[src/rtl/core/nau_pkg.sv]
// shared types, constants and exp table for the activation unit
`default_nettype none
package nau_pkg;

  localparam int FRAC_BITS       = 16;
  localparam int EXP_TABLE_DEPTH = 64;
  localparam int IDX_W           = $clog2(EXP_TABLE_DEPTH);
  localparam int ROM_AW          = IDX_W + 1;
  localparam int W_BITS          = FRAC_BITS - IDX_W;
  localparam int EXP_BIAS        = 30 - FRAC_BITS;
  localparam int QUO_W           = 31;
  localparam int SM_SHIFT        = QUO_W - FRAC_BITS;

  localparam logic [30:0] LOG2E_Q30 = 31'd1549082005;
  localparam logic [63:0] LN2_Q32   = 64'd2977044472;

  localparam logic signed [31:0] ONE_FX  = 32'sd1 <<< FRAC_BITS;
  localparam logic signed [31:0] MAX_VAL = 32'sh7FFF_FFFF;
  localparam logic signed [31:0] MIN_VAL = 32'sh8000_0000;

  localparam logic [2:0] KIND_IDENTITY = 3'd0;
  localparam logic [2:0] KIND_LOGISTIC = 3'd1;
  localparam logic [2:0] KIND_TANH     = 3'd2;
  localparam logic [2:0] KIND_RELU     = 3'd3;
  localparam logic [2:0] KIND_SOFTMAX  = 3'd4;

  localparam logic CMD_DERIV        = 1'b1;
  localparam logic CFG_IDX_ACT_KIND = 1'b0;

  typedef struct packed {
    logic [2:0]          kind;
    logic                deriv;
    logic signed [31:0]  x;
  } side_t;

  typedef struct packed {
    side_t       side;
    logic [31:0] rem;
    logic [30:0] low;
    logic [30:0] quo;
    logic [31:0] dvs;
    logic        ovf;
    logic        cap;
    logic        dz;
  } div_t;

  typedef logic [31:0] rom_t [0:EXP_TABLE_DEPTH];

  // 2^(i/depth) in q2.30, series sum rounded to nearest
  function automatic rom_t build_rom();
    rom_t        r;
    logic [63:0] z;
    logic [63:0] term;
    logic [63:0] sum;
    for (int i = 0; i <= EXP_TABLE_DEPTH; i++) begin
      z    = 64'(i) * LN2_Q32 / 64'(EXP_TABLE_DEPTH);
      term = 64'd1 << 32;
      sum  = term;
      for (int k = 1; k <= 24; k++) begin
        term = ((term * z) >> 32) / 64'(k);
        sum  = sum + term;
      end
      r[i] = 32'((sum + 64'd2) >> 2);
    end
    return r;
  endfunction

  localparam rom_t EXP_ROM = build_rom();

endpackage
`default_nettype wire

[src/rtl/core/nau_div_cell.sv]
// one restoring divider cell, one quotient bit per stage
`default_nettype none
module nau_div_cell import nau_pkg::*; (
  input  wire logic clk,
  input  wire logic rst_n,
  input  wire logic in_valid,
  input  wire div_t in_div,
  output logic      up_ld,
  input  wire logic dn_ld,
  output logic      out_valid,
  output div_t      out_div
);

  logic        v_r;
  logic [32:0] r2;
  logic [32:0] diff;
  logic        ge;
  div_t        div_nxt;

  assign up_ld = !v_r || dn_ld;

  always_comb begin
    r2           = {in_div.rem, in_div.low[30]};
    diff         = r2 - {1'b0, in_div.dvs};
    ge           = (r2 >= {1'b0, in_div.dvs});
    div_nxt      = in_div;
    div_nxt.rem  = ge ? diff[31:0] : r2[31:0];
    div_nxt.low  = {in_div.low[29:0], 1'b0};
    div_nxt.quo  = {in_div.quo[29:0], ge};
  end

  always_ff @(posedge clk) begin
    if (!rst_n) begin
      v_r <= 1'b0;
    end else if (up_ld) begin
      v_r <= in_valid;
    end
  end

  always_ff @(posedge clk) begin
    if (up_ld) out_div <= div_nxt;
  end

  assign out_valid = v_r;

endmodule
`default_nettype wire

[config.mk]
export PLATFORM = sky130hd
export DESIGN_NAME = nau_div_cell
export DESIGN_NICKNAME = d
export VERILOG_FILES = /design/src/rtl/core/nau_pkg.sv /design/src/rtl/core/nau_div_cell.sv
export SDC_FILE = /design/constraint.sdc
export NUM_CORES = 1
export LEC_CHECK = 0
export CAP_MARGIN = 30
export CORE_AREA = 2 2 130 132
export DETAILED_ROUTE_END_ITERATION = 6
export DIE_AREA = 0 0 132 134
export DONT_BUFFER_PORTS = 1
export GPL_ROUTABILITY_DRIVEN = 0
export SLEW_MARGIN = 10
export SYNTH_ARGS = -nofsm -noshare
export SYNTH_HDL_FRONTEND = slang
export SYNTH_SLANG_ARGS = --single-unit
[constraint.sdc]
create_clock -name clk -period 5.4 [get_ports clk]
set_input_delay 0.54 -clock clk [delete_from_list [all_inputs] [get_ports clk]]
set_output_delay 0.54 -clock clk [all_outputs]
set_load 0.005 [all_outputs]
==> results.ini <==
[global_route]
grt_pass1_wl_um=24470
grtUsageTotal_pct=18.88
globalRouteOverflowTotal=0
grt_pass1_vias=4015
grt_antenna_before_repair=2
grt_max_degree=102

[timing]
fmax_mhz=298.6
relSlewSlack_pct=37.47
finalHoldViolCount=0
period_minus_slack_ps=3349
rsz0062_at_grt=false
finalClockSkew_ps=7.457
tns_ps=0
slew_viol_final=0
worstMarginPinSlew_ps=938.0
setup-violations-final=0
fin_ws_ps=2051
fin_crit_sh_pct=62.02

[finish]
stdcell_area_mm2=0.007984
fin_util_pct=49.01
layout-drive-gt1-share_pct=8.507
diodes=0
synthToLayoutAreaGrowth_pct=11.48
nets=718
fillers=1415

[clocking]
post_cts_buffers=0
clk-insertion-delay-late_ps=430
cts_resized=0
ctsRootBufferMaster=clkbuf_16
cts_tree=built
htree_levels=4
cts_hold_buffers=0
cts_buffers=17
cts.sinks=165
clk_path_buf_depth=2
clk_pin_slew_ps=70

[worst_setup_path]
timing.rr.start=out_valid
cp-end-kind=register
crit_type=input port to register
crit_buf_inv=1
ff2ff_path_depth=2
path_delay_family=compound AO/OA/AOI/OAI gates
max_stage_delay_ps=410
crit_chain=inv_1 -> ha_1 -> fa_1 -> nand2b_1 -> a21oi_1 -> o2111ai_1 -> o311a_1 -> a21oi_1 -> a21oi_1 -> o41ai_1 -> xor2_1 -> mux2_1
path_common_cell=a21oi_1
reg2reg_setup_slack_ps=3400
cp_max_fo=3
slowest_stage=fa_1
arrival_ps=3530
worstPathRequired_ps=5580
r2r-end=out_div[42]
start_kind=input port

[yosys]
ys_top_cells_by_area=edfxtp_1 (69%), ha_1 (5.6%), a21oi_1 (3.8%)
synth_seq_cells=165
synth_top_family_by_area=compound AO/OA/AOI/OAI gates
async_flop_share_pct=0
yosysTopAreaCell=edfxtp_1
post-synth-top-count-cell=edfxtp_1
synth_compound_area_share_pct=10.46
yosysTopAreaCellShare_pct=68.76
synth.distinct_cells=50
synthCells=511
synth_area_mm2=0.007162
avgSynthCellArea_um2=14.02
yosys-mux-area-fraction_pct=1.852
synth_xor_area_share_pct=3.302
synthSimpleGateAreaFrac_pct=6.254
synth-edff-count=164
synthFlopType=edfxtp_1
synth_common_cells=edfxtp_1 (164), a21oi_1 (55), inv_1 (39), nor2_1 (37), ha_1 (32)
synth-adder-area-share_pct=5.870
synth_nets=713
ys_warn_count=0
seq_area_frac_synth_pct=69.04

[pwr]
vdd_drop_max_v=0.0002184
fin_total_pwr_w=0.003140
powerDensity_mw_per_mm2=393.3
p_leak_nw=3.069

[routing]
wirelength_um=17230
dr_total_vias=4105
drt_iter0_markers=270
drc=0
drtAntennaViolNets=0
wire_per_inst_um=23.01
firstDrtPassIters=4
via_per_inst=5.481

[hold_path]
hold_path_end=out_div[91]
hp-start=in_div[90]
hold_path_class=input port to register
hold_depth=0

[job]
maxCapViolCount=0

[place]
io_buffers=0
placed_area_mm2=0.007392
hpwl_um=13140
place_ws_ps=1594

[floorplanning]
io_pins=336
num_rows=47
dieArea_mm2=0.01769
die_w_um=132
start_util_pct=43.97
core-area_mm2=0.01629
die_h_um=134

[status]
status=complete, no violations

==> power breakdown <==
| group | internal [W] | switching [W] | leakage (nW) | total, W |
|---|---|---|---|---|
| logic | 0.000122 | 0.000184 | 1.09 | 0.000306 |
| clock network | 0.000657 | 0.000540 | 0.280 | 0.00120 |
| registers | 0.00156 | 0.0000780 | 1.70 | 0.00164 |
==> worst register-to-register path, delay by kind of cell (launching register included) <==
family | cells | cell delay, ps
AND/OR/NAND/NOR | 1 | 690
buffers and inverters | 1 | 510
flip-flops | 1 | 350
==> layout by cell type, fill, tap and decap left out, types with 3 or more instances in the layout <==
| cell | synthesis | routed |
|---|---|---|
| xor2_1 | 12 | 12 |
| mux2_1 | 4 | 4 |
| nand2_1 | 28 | 28 |
| o21a_1 | 6 | 6 |
| nand3_1 | 8 | 8 |
| o211ai_1 | 4 | 4 |
| a21oi_1 | 55 | 55 |
| o21ai_0 | 15 | 15 |
| nand4_1 | 7 | 7 |
| clkbuf_16 | 0 | 17 |
| nand2b_1 | 5 | 4 |
| nor4_1 | 4 | 4 |
| o21bai_1 | 3 | 3 |
| inv_8 | 0 | 3 |
| xnor2_1 | 15 | 15 |
| ha_1 | 32 | 32 |
| a21o_1 | 13 | 13 |
| nor2_1 | 37 | 37 |
| inv_6 | 0 | 5 |
| edfxtp_1 | 164 | 164 |
| mux2_2 | 6 | 6 |
| clkinvlp_4 | 0 | 3 |
| inv_1 | 39 | 39 |
| a211oi_1 | 3 | 3 |
==> sequential cells by signal, summed over array words and instances, names as in the netlist <==
name / flops
out_valid: 1
out_div: 164
==> per-stage QoR <==
step / cells / hold WS, ps
finish: 749 / 199.5
global route: 749 / 173.7
CTS: 749 / 176.0
detailed placement: 717 / 638.9
global placement: 717 / 638.9
floorplan: 511 / 638.9
==> kinds of logic after synthesis <==
| logic type | after synthesis |
|---|---|
| buffers and inverters | 55 |
| other | 1 |
| XOR/XNOR | 27 |
| flip-flops | 165 |
| AND/OR/NAND/NOR | 99 |
| multiplexers | 12 |
| adder cells (fa/ha/maj) | 33 |
| AO/OA/AOI/OAI | 119 |
==> how the worst max path moves through the flow <==
stage,from,cells after the start,end,slack (ps)
final,in_div[96],12,out_div[127],2050
after global routing,in_div[96],12,out_div[127],1840
after CTS,in_div[21],11,out_div[101],2050
after detailed placement,in_div[21],11,out_div[101],1590
after global placement,in_div[21],11,out_div[101],1620
after floorplan,dn_ld,2,out_valid,110
==> routing by layer <==
| metal | vias up | GRT usage, % | routed length (µm) |
|---|---|---|---|
| li1 | 1918 | - | - |
| met1 | 1943 | 19.81 | 6307 |
| met2 | 214 | 33.97 | 9151 |
| met3 | 26 | 7.596 | 1433 |
| met4 | 4 | 7.307 | 303 |
| met5 | - | 0 | 36 |
==> cell type report <==
type,instances,area (µm²),area share [%]
clock inverters,15,166.4,2.084
clock buffers,17,425.4,5.328
flip-flops and latches,165,4945,61.93
multi-input cells,291,1998,25.03
repair buffers,2,27.53,0.3448
well taps,220,275.3,3.448
inverters,39,146.4,1.834
Power figures use the tool's default switching activity.
